`src/sv/ffba_pkg.sv`:
```
package ffba_pkg;

    localparam logic [1:0] ST_OK     = 2'd0;
    localparam logic [1:0] ST_NOFIT  = 2'd1;
    localparam logic [1:0] ST_BADREL = 2'd2;

    localparam logic MODE_RELEASE = 1'b1;

    typedef enum logic [2:0] {
        WR_RDATA,
        WR_USED,
        WR_SPLIT,
        WR_MERGE_CUR,
        WR_MERGE_PREV
    } wsel_t;

    typedef struct packed {
        logic       load_req;
        logic       rd_en;
        logic       wr_en;
        wsel_t      wr_sel;
        logic       lat_cur;
        logic       lat_prev;
        logic       lat_next;
        logic       use_next;
        logic       finish;
        logic [1:0] status;
        logic       grant;
    } dp_cmd_t;

    typedef struct packed {
        logic hit;
        logic rd_free;
        logic rel_mode;
        logic exact;
        logic big;
        logic prev_free;
        logic next_free;
    } dp_stat_t;

endpackage

```
`src/sv/ffba_dp.sv`:
```
module ffba_dp #(
    parameter int POOL_BYTES   = 16384,
    parameter int HEADER_BYTES = 24,
    parameter int MAX_BLOCKS   = 64
) (
    input  logic                                clk,
    input  logic                                rst_n,
    input  logic                                mode,
    input  logic [14:0]                         request_bytes,
    input  logic [14:0]                         release_offset,
    input  ffba_pkg::dp_cmd_t                   cmd,
    input  logic [$clog2(MAX_BLOCKS)-1:0]       rd_addr,
    input  logic [$clog2(MAX_BLOCKS)-1:0]       wr_addr,
    output ffba_pkg::dp_stat_t                  st,
    output logic [1:0]                          status,
    output logic [14:0]                         payload_offset
);
    import ffba_pkg::*;

    localparam int AW = $clog2(MAX_BLOCKS);
    localparam int SW = $clog2(POOL_BYTES + 1);
    localparam int EW = 2 * SW + 1;
    localparam int XW = ((SW > 15) ? SW : 15) + 2;
    localparam logic [EW-1:0] E0_RESET =
        {SW'(0), SW'(POOL_BYTES - HEADER_BYTES), 1'b1};

    logic [EW-1:0] mem [MAX_BLOCKS];
    logic [EW-1:0] rdata_raw_reg;
    logic          rd_zero_reg;
    logic          e0_written_reg;
    logic [EW-1:0] rdata;
    logic [EW-1:0] wdata;

    logic [14:0]   req_reg;
    logic [14:0]   off_reg;
    logic          mode_reg;
    logic [SW-1:0] cur_start_reg;
    logic [SW-1:0] cur_size_reg;
    logic [SW-1:0] prev_start_reg;
    logic [SW-1:0] prev_size_reg;
    logic          prev_free_reg;
    logic [SW-1:0] next_size_reg;
    logic          next_free_reg;
    logic [1:0]    status_reg;
    logic [14:0]   poff_reg;

    logic [SW-1:0] r_start;
    logic [SW-1:0] r_size;
    logic          r_free;
    logic [XW-1:0] h_x;
    logic [XW-1:0] req_x;
    logic [XW-1:0] cur_size_x;
    logic [XW-1:0] sum_cur_x;

    always_ff @(posedge clk)
    begin
        if (cmd.wr_en)
        begin
            mem[wr_addr] <= wdata;
        end
        if (cmd.rd_en)
        begin
            rdata_raw_reg <= mem[rd_addr];
        end
    end

    // Entry zero reads as its reset value until first written.
    always_ff @(posedge clk or negedge rst_n)
    begin
        if (!rst_n)
        begin
            e0_written_reg <= 1'b0;
            rd_zero_reg    <= 1'b0;
        end
        else
        begin
            if (cmd.wr_en && wr_addr == AW'(0))
            begin
                e0_written_reg <= 1'b1;
            end
            if (cmd.rd_en)
            begin
                rd_zero_reg <= (rd_addr == AW'(0)) && !e0_written_reg;
            end
        end
    end

    assign rdata = rd_zero_reg ? E0_RESET : rdata_raw_reg;
    assign r_start = rdata[EW-1 -: SW];
    assign r_size  = rdata[SW:1];
    assign r_free  = rdata[0];

    assign h_x        = XW'(HEADER_BYTES);
    assign req_x      = XW'(req_reg);
    assign cur_size_x = XW'(cur_size_reg);
    assign sum_cur_x  = cur_size_x + (cmd.use_next ? (XW'(next_size_reg) + h_x) : XW'(0));

    always_ff @(posedge clk)
    begin
        if (cmd.load_req)
        begin
            req_reg  <= request_bytes;
            off_reg  <= release_offset;
            mode_reg <= mode;
        end
        if (cmd.lat_cur)
        begin
            cur_start_reg <= r_start;
            cur_size_reg  <= r_size;
        end
        if (cmd.lat_prev)
        begin
            prev_start_reg <= r_start;
            prev_size_reg  <= r_size;
            prev_free_reg  <= r_free;
        end
        if (cmd.lat_next)
        begin
            next_size_reg <= r_size;
            next_free_reg <= r_free;
        end
        if (cmd.finish)
        begin
            status_reg <= cmd.status;
            poff_reg   <= cmd.grant ? 15'(XW'(cur_start_reg) + h_x) : 15'd0;
        end
    end

    always_comb
    begin
        case (cmd.wr_sel)
            WR_RDATA:      wdata = rdata;
            WR_USED:       wdata = {cur_start_reg, SW'(req_reg), 1'b0};
            WR_SPLIT:      wdata = {SW'(XW'(cur_start_reg) + h_x + req_x),
                                    SW'(cur_size_x - req_x - h_x), 1'b1};
            WR_MERGE_CUR:  wdata = {cur_start_reg, SW'(sum_cur_x), 1'b1};
            WR_MERGE_PREV: wdata = {prev_start_reg,
                                    SW'(XW'(prev_size_reg) + h_x + sum_cur_x), 1'b1};
            default:       wdata = rdata;
        endcase
    end

    always_comb
    begin
        st.rel_mode  = (mode_reg == MODE_RELEASE);
        st.hit       = st.rel_mode ? ((XW'(r_start) + h_x) == XW'(off_reg))
                                   : (r_free && (XW'(r_size) >= req_x));
        st.rd_free   = r_free;
        st.exact     = (cur_size_x == req_x);
        st.big       = (cur_size_x > (req_x + h_x));
        st.prev_free = prev_free_reg;
        st.next_free = next_free_reg;
    end

    assign status         = status_reg;
    assign payload_offset = poff_reg;

endmodule

```
`src/sv/ffba_ctrl.sv`:
```
module ffba_ctrl #(
    parameter int MAX_BLOCKS = 64
) (
    input  logic                          clk,
    input  logic                          rst_n,
    input  logic                          req_valid,
    output logic                          req_stall,
    output logic                          rsp_valid,
    input  logic                          rsp_stall,
    input  ffba_pkg::dp_stat_t            st,
    output ffba_pkg::dp_cmd_t             cmd,
    output logic [$clog2(MAX_BLOCKS)-1:0] rd_addr,
    output logic [$clog2(MAX_BLOCKS)-1:0] wr_addr
);
    import ffba_pkg::*;

    localparam int AW = $clog2(MAX_BLOCKS);
    localparam int CW = $clog2(MAX_BLOCKS + 1);

    typedef enum logic [3:0] {
        S_IDLE,
        S_SCAN,
        S_ADEC,
        S_SHUP,
        S_WSPLIT,
        S_WUSED,
        S_RNEXT,
        S_RWAIT,
        S_RMERGE,
        S_SHDN,
        S_DONE
    } state_t;

    state_t        state_reg, state_next;
    logic [CW-1:0] count_reg, count_next;
    logic [CW-1:0] iss_reg, iss_next;
    logic          rv_reg, rv_next;
    logic [AW-1:0] ridx_reg, ridx_next;
    logic [AW-1:0] fidx_reg, fidx_next;
    logic [1:0]    drop_reg, drop_next;
    logic [1:0]    code_reg, code_next;
    logic          grant_reg, grant_next;
    logic          has_next_reg, has_next_next;
    logic          out_valid_reg, out_valid_next;
    logic          pf;
    logic          nf;

    always_comb
    begin
        state_next    = state_reg;
        count_next    = count_reg;
        iss_next      = iss_reg;
        rv_next       = 1'b0;
        ridx_next     = ridx_reg;
        fidx_next     = fidx_reg;
        drop_next     = drop_reg;
        code_next     = code_reg;
        grant_next    = grant_reg;
        has_next_next = has_next_reg;
        cmd           = '0;
        cmd.wr_sel    = WR_RDATA;
        rd_addr       = '0;
        wr_addr       = '0;
        pf            = (fidx_reg != AW'(0)) && st.prev_free;
        nf            = has_next_reg && st.next_free;

        case (state_reg)
            S_IDLE:
            begin
                if (req_valid)
                begin
                    cmd.load_req = 1'b1;
                    iss_next     = '0;
                    state_next   = S_SCAN;
                end
            end
            S_SCAN:
            begin
                if (iss_reg < count_reg)
                begin
                    cmd.rd_en = 1'b1;
                    rd_addr   = iss_reg[AW-1:0];
                    rv_next   = 1'b1;
                    ridx_next = iss_reg[AW-1:0];
                    iss_next  = iss_reg + CW'(1);
                end
                if (rv_reg)
                begin
                    if (st.hit)
                    begin
                        cmd.lat_cur = 1'b1;
                        fidx_next   = ridx_reg;
                        if (!st.rel_mode)
                        begin
                            state_next = S_ADEC;
                        end
                        else if (st.rd_free)
                        begin
                            code_next  = ST_BADREL;
                            grant_next = 1'b0;
                            state_next = S_DONE;
                        end
                        else
                        begin
                            state_next = S_RNEXT;
                        end
                    end
                    else
                    begin
                        cmd.lat_prev = 1'b1;
                        if (CW'(ridx_reg) == count_reg - CW'(1))
                        begin
                            code_next  = st.rel_mode ? ST_BADREL : ST_NOFIT;
                            grant_next = 1'b0;
                            state_next = S_DONE;
                        end
                    end
                end
            end
            S_ADEC:
            begin
                if (st.exact)
                begin
                    cmd.wr_en  = 1'b1;
                    cmd.wr_sel = WR_USED;
                    wr_addr    = fidx_reg;
                    code_next  = ST_OK;
                    grant_next = 1'b1;
                    state_next = S_DONE;
                end
                else if (st.big && count_reg != CW'(MAX_BLOCKS))
                begin
                    iss_next   = count_reg - CW'(1);
                    state_next = S_SHUP;
                end
                else
                begin
                    code_next  = ST_NOFIT;
                    grant_next = 1'b0;
                    state_next = S_DONE;
                end
            end
            S_SHUP:
            begin
                // open a slot after the split block, top entry first
                if (iss_reg > CW'(fidx_reg))
                begin
                    cmd.rd_en = 1'b1;
                    rd_addr   = iss_reg[AW-1:0];
                    rv_next   = 1'b1;
                    ridx_next = iss_reg[AW-1:0];
                    iss_next  = iss_reg - CW'(1);
                end
                if (rv_reg)
                begin
                    cmd.wr_en  = 1'b1;
                    cmd.wr_sel = WR_RDATA;
                    wr_addr    = ridx_reg + AW'(1);
                end
                if (!(iss_reg > CW'(fidx_reg)) && !rv_reg)
                begin
                    state_next = S_WSPLIT;
                end
            end
            S_WSPLIT:
            begin
                cmd.wr_en  = 1'b1;
                cmd.wr_sel = WR_SPLIT;
                wr_addr    = fidx_reg + AW'(1);
                state_next = S_WUSED;
            end
            S_WUSED:
            begin
                cmd.wr_en  = 1'b1;
                cmd.wr_sel = WR_USED;
                wr_addr    = fidx_reg;
                count_next = count_reg + CW'(1);
                code_next  = ST_OK;
                grant_next = 1'b1;
                state_next = S_DONE;
            end
            S_RNEXT:
            begin
                if (CW'(fidx_reg) + CW'(1) < count_reg)
                begin
                    cmd.rd_en     = 1'b1;
                    rd_addr       = fidx_reg + AW'(1);
                    has_next_next = 1'b1;
                    state_next    = S_RWAIT;
                end
                else
                begin
                    has_next_next = 1'b0;
                    state_next    = S_RMERGE;
                end
            end
            S_RWAIT:
            begin
                cmd.lat_next = 1'b1;
                state_next   = S_RMERGE;
            end
            S_RMERGE:
            begin
                cmd.use_next = nf;
                cmd.wr_en    = 1'b1;
                code_next    = ST_OK;
                grant_next   = 1'b0;
                if (pf)
                begin
                    cmd.wr_sel = WR_MERGE_PREV;
                    wr_addr    = fidx_reg - AW'(1);
                    drop_next  = nf ? 2'd2 : 2'd1;
                    iss_next   = CW'(fidx_reg) + (nf ? CW'(2) : CW'(1));
                    state_next = S_SHDN;
                end
                else if (nf)
                begin
                    cmd.wr_sel = WR_MERGE_CUR;
                    wr_addr    = fidx_reg;
                    drop_next  = 2'd1;
                    iss_next   = CW'(fidx_reg) + CW'(2);
                    state_next = S_SHDN;
                end
                else
                begin
                    cmd.wr_sel = WR_MERGE_CUR;
                    wr_addr    = fidx_reg;
                    state_next = S_DONE;
                end
            end
            S_SHDN:
            begin
                // close the gap left by merged entries
                if (iss_reg < count_reg)
                begin
                    cmd.rd_en = 1'b1;
                    rd_addr   = iss_reg[AW-1:0];
                    rv_next   = 1'b1;
                    ridx_next = iss_reg[AW-1:0];
                    iss_next  = iss_reg + CW'(1);
                end
                if (rv_reg)
                begin
                    cmd.wr_en  = 1'b1;
                    cmd.wr_sel = WR_RDATA;
                    wr_addr    = ridx_reg - AW'(drop_reg);
                end
                if (!(iss_reg < count_reg) && !rv_reg)
                begin
                    count_next = count_reg - CW'(drop_reg);
                    state_next = S_DONE;
                end
            end
            S_DONE:
            begin
                if (!out_valid_reg || !rsp_stall)
                begin
                    cmd.finish = 1'b1;
                    cmd.status = code_reg;
                    cmd.grant  = grant_reg;
                    state_next = S_IDLE;
                end
            end
            default:
            begin
                state_next = S_IDLE;
            end
        endcase

        if (cmd.finish)
        begin
            out_valid_next = 1'b1;
        end
        else if (!rsp_stall)
        begin
            out_valid_next = 1'b0;
        end
        else
        begin
            out_valid_next = out_valid_reg;
        end
    end

    always_ff @(posedge clk or negedge rst_n)
    begin
        if (!rst_n)
        begin
            state_reg     <= S_IDLE;
            count_reg     <= CW'(1);
            iss_reg       <= '0;
            rv_reg        <= 1'b0;
            ridx_reg      <= '0;
            fidx_reg      <= '0;
            drop_reg      <= '0;
            code_reg      <= ST_OK;
            grant_reg     <= 1'b0;
            has_next_reg  <= 1'b0;
            out_valid_reg <= 1'b0;
        end
        else
        begin
            state_reg     <= state_next;
            count_reg     <= count_next;
            iss_reg       <= iss_next;
            rv_reg        <= rv_next;
            ridx_reg      <= ridx_next;
            fidx_reg      <= fidx_next;
            drop_reg      <= drop_next;
            code_reg      <= code_next;
            grant_reg     <= grant_next;
            has_next_reg  <= has_next_next;
            out_valid_reg <= out_valid_next;
        end
    end

    assign req_stall = (state_reg != S_IDLE);
    assign rsp_valid = out_valid_reg;

endmodule

```
`src/sv/first_fit_block_allocator_top.sv`:
```
// First-fit pool allocator. The block table lives in a one-read, one-write memory and is
// walked one entry per cycle. An allocate stops at the first free block that fits; a
// split of that block moves every later entry up one slot. A release scans for the block,
// then fetches the next neighbor and merges; a merge moves the later entries down to
// close the gap. The next request is taken only once the allocator is back in idle.
// One request is in work at a time; a finished result waits in an output register, so
// the next request may be taken before it is drained. No clearing pass is needed after
// reset.
module first_fit_block_allocator_top #(
    parameter int POOL_BYTES   = 16384,
    parameter int HEADER_BYTES = 24,
    parameter int MAX_BLOCKS   = 64
) (
    input  logic        clk,
    input  logic        rst_n,
    input  logic        req_valid,
    output logic        req_stall,
    input  logic        mode,
    input  logic [14:0] request_bytes,
    input  logic [14:0] release_offset,
    output logic        rsp_valid,
    input  logic        rsp_stall,
    output logic [1:0]  status,
    output logic [14:0] payload_offset
);
    import ffba_pkg::*;

    localparam int AW = $clog2(MAX_BLOCKS);

    dp_cmd_t       cmd;
    dp_stat_t      st;
    logic [AW-1:0] rd_addr;
    logic [AW-1:0] wr_addr;

    ffba_ctrl #(
        .MAX_BLOCKS(MAX_BLOCKS)
    ) u_ctrl (
        .clk       (clk),
        .rst_n     (rst_n),
        .req_valid (req_valid),
        .req_stall (req_stall),
        .rsp_valid (rsp_valid),
        .rsp_stall (rsp_stall),
        .st        (st),
        .cmd       (cmd),
        .rd_addr   (rd_addr),
        .wr_addr   (wr_addr)
    );

    ffba_dp #(
        .POOL_BYTES   (POOL_BYTES),
        .HEADER_BYTES (HEADER_BYTES),
        .MAX_BLOCKS   (MAX_BLOCKS)
    ) u_dp (
        .clk            (clk),
        .rst_n          (rst_n),
        .mode           (mode),
        .request_bytes  (request_bytes),
        .release_offset (release_offset),
        .cmd            (cmd),
        .rd_addr        (rd_addr),
        .wr_addr        (wr_addr),
        .st             (st),
        .status         (status),
        .payload_offset (payload_offset)
    );

endmodule

```
`config.mk`:
```
export PLATFORM = sky130hd
export DESIGN_NAME = first_fit_block_allocator_top
export DESIGN_NICKNAME = d
export VERILOG_FILES = /design/src/sv/ffba_pkg.sv /design/src/sv/ffba_dp.sv /design/src/sv/ffba_ctrl.sv /design/src/sv/first_fit_block_allocator_top.sv
export SDC_FILE = /design/constraint.sdc
export NUM_CORES = 2
export LEC_CHECK = 0
export BUFFER_PORTS_ARGS = -buffer_cell sky130_fd_sc_hd__buf_2
export CAP_MARGIN = 20
export CORE_UTILIZATION = 55
export CTS_CLUSTER_SIZE = 25
export DETAILED_ROUTE_END_ITERATION = 8
export PLACE_DENSITY = 0.71
export SYNTH_ARGS = -nofsm -noshare
export SYNTH_HDL_FRONTEND = slang
export SYNTH_HIERARCHICAL = 1
export SYNTH_SLANG_ARGS = --single-unit
```
`constraint.sdc`:
```
create_clock -name clk -period 15.05 [get_ports clk]
set_input_delay 1.505 -clock clk [delete_from_list [all_inputs] [get_ports clk]]
set_output_delay 1.505 -clock clk [all_outputs]
set_load 0.01 [all_outputs]
```
; ---- Word level (Yosys, flattened, before mapping)
; Memory sizes are Yosys's and may differ from the RTL's. A register that Yosys moved wholly into a read port is not among the register bits.
; Index checks and enable logic that the tools add are counted.
[op_classes]
n_reduce_logical = 38
n_eq_ne = 33
n_bitwise = 0
n_mux = 85
n_div = 0
shift = 0
multipliers = 0
n_lt_le_gt_ge = 5
n_addsub = 22
[ops]
columns = operator, n
row1 = $pmux 31 s4, 1
row2 = $mux 4, 16
row3 = $mux 7, 8
row4 = $mux 6, 9
row5 = $add 15x15->15, 3
row6 = $add 15x5->15 const B, 3
row7 = $pmux 4 s11, 1
row8 = $pmux 6 s6, 1
row9 = $pmux 7 s5, 1
row10 = $add 15x5->16 const B, 2
row11 = $mux 2, 16
row12 = $mux 31, 1
row13 = $mux 1, 21
row14 = $pmux 4 s5, 1
row15 = $pmux 6 s3, 1
row16 = $reduce_and 6->1, 3
row17 = $eq 17x15->1, 1
row18 = $gt 15x17->1, 1
row19 = $eq 4x3->1 const B, 4
row20 = $ne 2x1->1 const B, 8
row21 = $eq 15x15->1, 1
row22 = $ge 15x15->1, 1
row23 = $mux 15, 1
row24 = $sub 15x15->15, 1
row25 = other kinds (45), 77
[word_totals]
register_bits = 165
mem_bits_ro = 0
in_bits = 35
elab_cells = 209
latchBits = 0
memories = 1
ram_bits = 1984
[mem_list]
columns = name, words, width, read_ports, rd_clocked_by_memory_dff, wr, line_no
row1 = u_dp.mem, 64, 31, 1, 1, 1, ffba_dp.sv:27  ; logic [EW-1:0] mem [MAX_BLOCKS];

; ---- Depth between registers and ports, before layout
[depth]
word_depth = 7
depth_mapped = 26
mapped_depth_nobuf = 23

; ---- Hierarchy
; The synthesis kept the hierarchy.
[modules_own_cells]
columns = mod, n_inst, area_per_inst_um2, cells_each
row1 = ffba_dp, 1, 86202.7, 3940
row2 = ffba_ctrl, 1, 4048.9, 512

; ---- Worst setup path after synthesis
; Ideal clock, no wire load.
[synth_path]
kind = reg-to-reg
from = register u_ctrl.state_reg[1]
to = memory u_dp/mem[0][10] (netlist name), data pin
stages_incl_launch_ff = 24
path_buffers = 3
arrival_time_ns = 6.493
setup_slack_ns = 7.875
period_less_slack_ns = 7.175
cell_sequence = dfrtp_1 clkbuf_1 nor2_1 nand2_1 clkbuf_1 nor2_1 clkbuf_1 and2_1 ha_1 inv_1 fa_1 inv_1 ha_1 ha_1 inv_1 fa_1 nand2b_1 a21oi_1 o211ai_1 nand2_1 a21oi_1 xnor2_1 a21oi_1 nor3_1
[synth_lines]
columns = item, line_no
row1 = from (decl), ffba_ctrl.sv:34  ; state_t state_reg, state_next;
row2 = from (signal assigned), ffba_ctrl.sv:302  ; state_reg <= state_next;
row3 = to (decl), ffba_dp.sv:27

; ---- Worst setup path in the final report
[layout_path]
from = register u_ctrl.fidx_reg[2]
to = register u_dp.rdata_raw_reg[10], read port of u_dp.mem, data pin
[layout_between]
elab_chain_len = 4
elab_cells_between_ends = 10
cone_classes = add/sub: 2 / order compare: 2 / mux: 6
[layout_lines]
columns = item, line_no
row1 = from (decl), ffba_ctrl.sv:39  ; logic [AW-1:0] fidx_reg, fidx_next;
row2 = from (signal assigned), ffba_ctrl.sv:307  ; fidx_reg <= fidx_next;
row3 = $add 6x1->7, ffba_ctrl.sv:184  ; if (CW'(fidx_reg) + CW'(1) < count_reg)
row4 = $lt 7x7->1, ffba_ctrl.sv:184
row5 = $mux 6, ffba_ctrl.sv:184
row6 = $pmux 6 s3 (*), ffba_ctrl.sv:67  ; case (state_reg)
row7 = via rd_addr[1], first_fit_block_allocator_top.sv:32  ; logic [AW-1:0] rd_addr;
row8 = to (decl), ffba_dp.sv:28  ; logic [EW-1:0] rdata_raw_reg;
; The timed path passes the listed nets; every way through them passes the cells marked *.
; A chain may end at the register's enable or synchronous reset.

==> qor.yml <==
yosys:
  synth.avg_cell_area_um2: 20.3
  synth_edf_count: 2140
  synth_fp_nets: 4640
  ys_seq_area_share_pct: 72.3
  yosysTopAreaCell: "edfxtp_1"
  netlist_instances: 4452
  synth-compound-area-share_pct: 3.05
  synth_top_family_by_area: "multiplexers"
  ys_types: 87
  ys_ff_latch: 2180
  yosysTopAreaCellShare_pct: 71.2
  yosys.area_share.adder_pct: 2.20
  ys.warnings.count: 6
  yosys-top-cells-area: "edfxtp_1, mux4_2, ha_1"
  syn-cell-area_mm2: 0.0903
  ys_async_sr_fraction_pct: 1.83
  muxShareOfSynthArea_pct: 16.6
  synth_xor_area_share_pct: 1.23
  synth-simple-area-share_pct: 3.03
  synth_flop_cell: "edfxtp_1"
detailed_routing:
  num_vias: 46800
  drt-total-wl_um: 237000
  viasPerCell: 6.70
  postRouteAntennaNets: 0
  wl_per_cell_um: 34.0
  drc_errors: 0
  firstDrtPassIters: 5
  drtIter0Drc: 6563
die:
  initial_utilization_pct: 55.4
  die_area_mm2: 0.166
  row_count: 148
  die_h_um: 407
  die_w_um: 407
  io_pins: 54
  fp.coreArea_mm2: 0.163
placed_design:
  dp_hpwl_um: 132000
  gp_congestion: 0.912
  dp_slack_ns: 7.70
  dp.cells: 6589
  placed_area_mm2: 0.0943
  port_buffers: 53
sta:
  min_period_ns: 7.54
  tns_ns: 0
  grt_setup_unrepaired: "no"
  max_slew_margin_pct: 24.2
  setup_violations: 0
  setup_slack_ns: 7.51
  fin_crit_sh_pct: 50.1
  hold_viol: 0
  skew_ns: 0.0393
  fmax_ghz: 0.133
  drv_slew: 0
  worst-slew-pin-transition_ns: 1.14
worst_setup_path:
  cp.arrival_ns: 8.13
  worst-setup-path-type: "flip-flop to flip-flop"
  crit_path_start_kind: "flip-flop"
  worstPathMaxFanout: 146
  end_kind: "flip-flop"
  crit_required_ns: 15.64
grt:
  grt_max_degree: 147
  grt_overflow: 0
  grt.total_usage_pct: 29.0
  grt_first_pass_wirelength_um: 336000
  grt_antenna_before_repair: 12
  grt_pass1_vias: 46100
power_and_ir_drop:
  p_leak_nw: 31.6
  pwr_density_cell_mw_per_mm2: 212
  irDropWorstVdd_v: 0.000181
min_path:
  hp-class: "flip-flop to flip-flop"
cells_and_area:
  drive_above_1_share_pct: 26.5
  syn2layout_area_growth_pct: 12.0
  nNetsFinal: 4821
  register_area_mm2: 0.0653
  largest_register_ffs: 1984
  final_core_util_pct: 62.1
  fillers: 11000
  multi_input_area_mm2: 0.0245
  instances_no_fill: 6982
  stdcell_area_mm2: 0.101
clocking:
  cts_resized: 0
  ctsHoldBuffers: 0
  cts_sinks: 2180
  cts_tree: "built"
  clockBufferDepth: 3
  root_buffer: "clkbuf_16"
  h-tree-depth: 4
  numCtsBuffers: 210
  cts_setup_buffers: 0
  clk-insertion-delay-late_ns: 0.86
  clk_pin_slew_ns: 0.07
flow_run:
  cap_violations: 0
status:
  status: "finished, final reports clean"
-- cells by family after synthesis --
| group | count (synthesis) |
|---|---|
| buffers and inverters | 348 |
| DFF | 2180 |
| muxes | 675 |
| AOI/OAI and AO/OA | 421 |
| and+or+nand+nor | 553 |
| xor gates and xnor gates | 122 |
| adders and majority gates | 153 |
-- Yosys cell counts (13+ instances only) --
cell type  instances
dfrtp_1           39
o21a_1            19
mux2i_1           17
nand4_1           16
or3_1             15
nor3_1            25
buf_2             38
o21ai_0           71
xor2_1            33
mux4_2           654
o211ai_1          13
a31oi_1           18
nand3_1           54
nor2b_1           32
or2_1             13
and2_1            32
clkbuf_1         116
a211oi_1          19
edfxtp_1        2140
nor2_1           166
and3_1            20
nand2_1          116
nand2b_1          22
xnor2_1           86
a21oi_1           96
buf_1             46
ha_1             144
a21o_1            28
inv_1            119
o22ai_1           19
o21ai_1           31
-- metrics by stage --
stage               hold slack (ns)  total power, W
floorplan                     0.435          0.0137
global placement              0.448          0.0161
detailed placement            0.453          0.0163
CTS                           0.470          0.0214
global route                  0.501          0.0221
finish                        0.468          0.0214
-- routing by layer --
layer	GRT usage [%]	vias to the layer above	part of all wire [%]
met1	41.6	24700	38
met2	45.6	2837	48
met5	0	-	0.0051
met4	9.29	2	3.3
li1	-	18800	-
met3	5.48	409	11
-- final timing paths --
kind	from	endpoint	slack [ns]	cells after the start
max	u_ctrl/fidx_reg[2]$_DFFE_PN0P_	u_dp/rdata_raw_reg[10]$_DFFE_PP_	7.51	15
min	u_dp/e0_written_reg$_DFFE_PN0P_	u_dp/e0_written_reg$_DFFE_PN0P_	0.47	1
max reg2reg	u_ctrl/fidx_reg[2]$_DFFE_PN0P_	u_dp/rdata_raw_reg[10]$_DFFE_PP_	7.51	15
min reg2reg	u_dp/e0_written_reg$_DFFE_PN0P_	u_dp/e0_written_reg$_DFFE_PN0P_	0.47	1
max in group asynchronous	rst_n	u_ctrl/count_reg[0]$_DFFE_PN1P_	13.89	2
min in group asynchronous	rst_n	u_ctrl/iss_reg[4]$_DFFE_PN0P_	0.57	1
-- placed cells by master (no fill, tap or decap), types with 64 or more instances in the layout --
master,Yosys,final
a21oi_1,96,86
ha_1,144,144
nor2_4,0,67
nand2_1,116,115
mux4_2,654,654
buf_4,10,122
nor2_1,166,99
clkbuf_16,0,211
o21ai_0,71,64
xnor2_1,86,85
edfxtp_1,2140,2140
inv_1,119,118
-- area by class of cell --
type,instances,share of cell area [%]
repair buffers,188,1.43
diodes,3,0.00743
well taps,2175,2.69
inverters,129,0.479
multi-input cells,1924,24.2
clock inverters,126,1.22
flip-flops and latches,2180,64.5
clock buffers,257,5.41
-- power by group --
group	switching, W	total, W	leakage [nW]	internal [W]
sequential	0.000290	0.00898	19.8	0.00869
clock	0.00227	0.00518	3.25	0.00290
combinational	0.00459	0.00727	8.59	0.00268
-- critical path, cell delays in order (launching register included) --
cell     delay, ns
dfrtp_1       0.56
ha_1          0.31
nand4_1       0.13
xnor2_1       0.32
ha_1          0.33
nand4_1       0.10
and3_1        0.16
o21ai_0       0.18
or3_1         0.74
o21ai_4       0.31
buf_12        0.64
buf_4         0.78
buf_4         0.81
mux4_2        0.41
mux4_2        0.63
mux4_2        0.51
(Power assumes the default switching activity.)
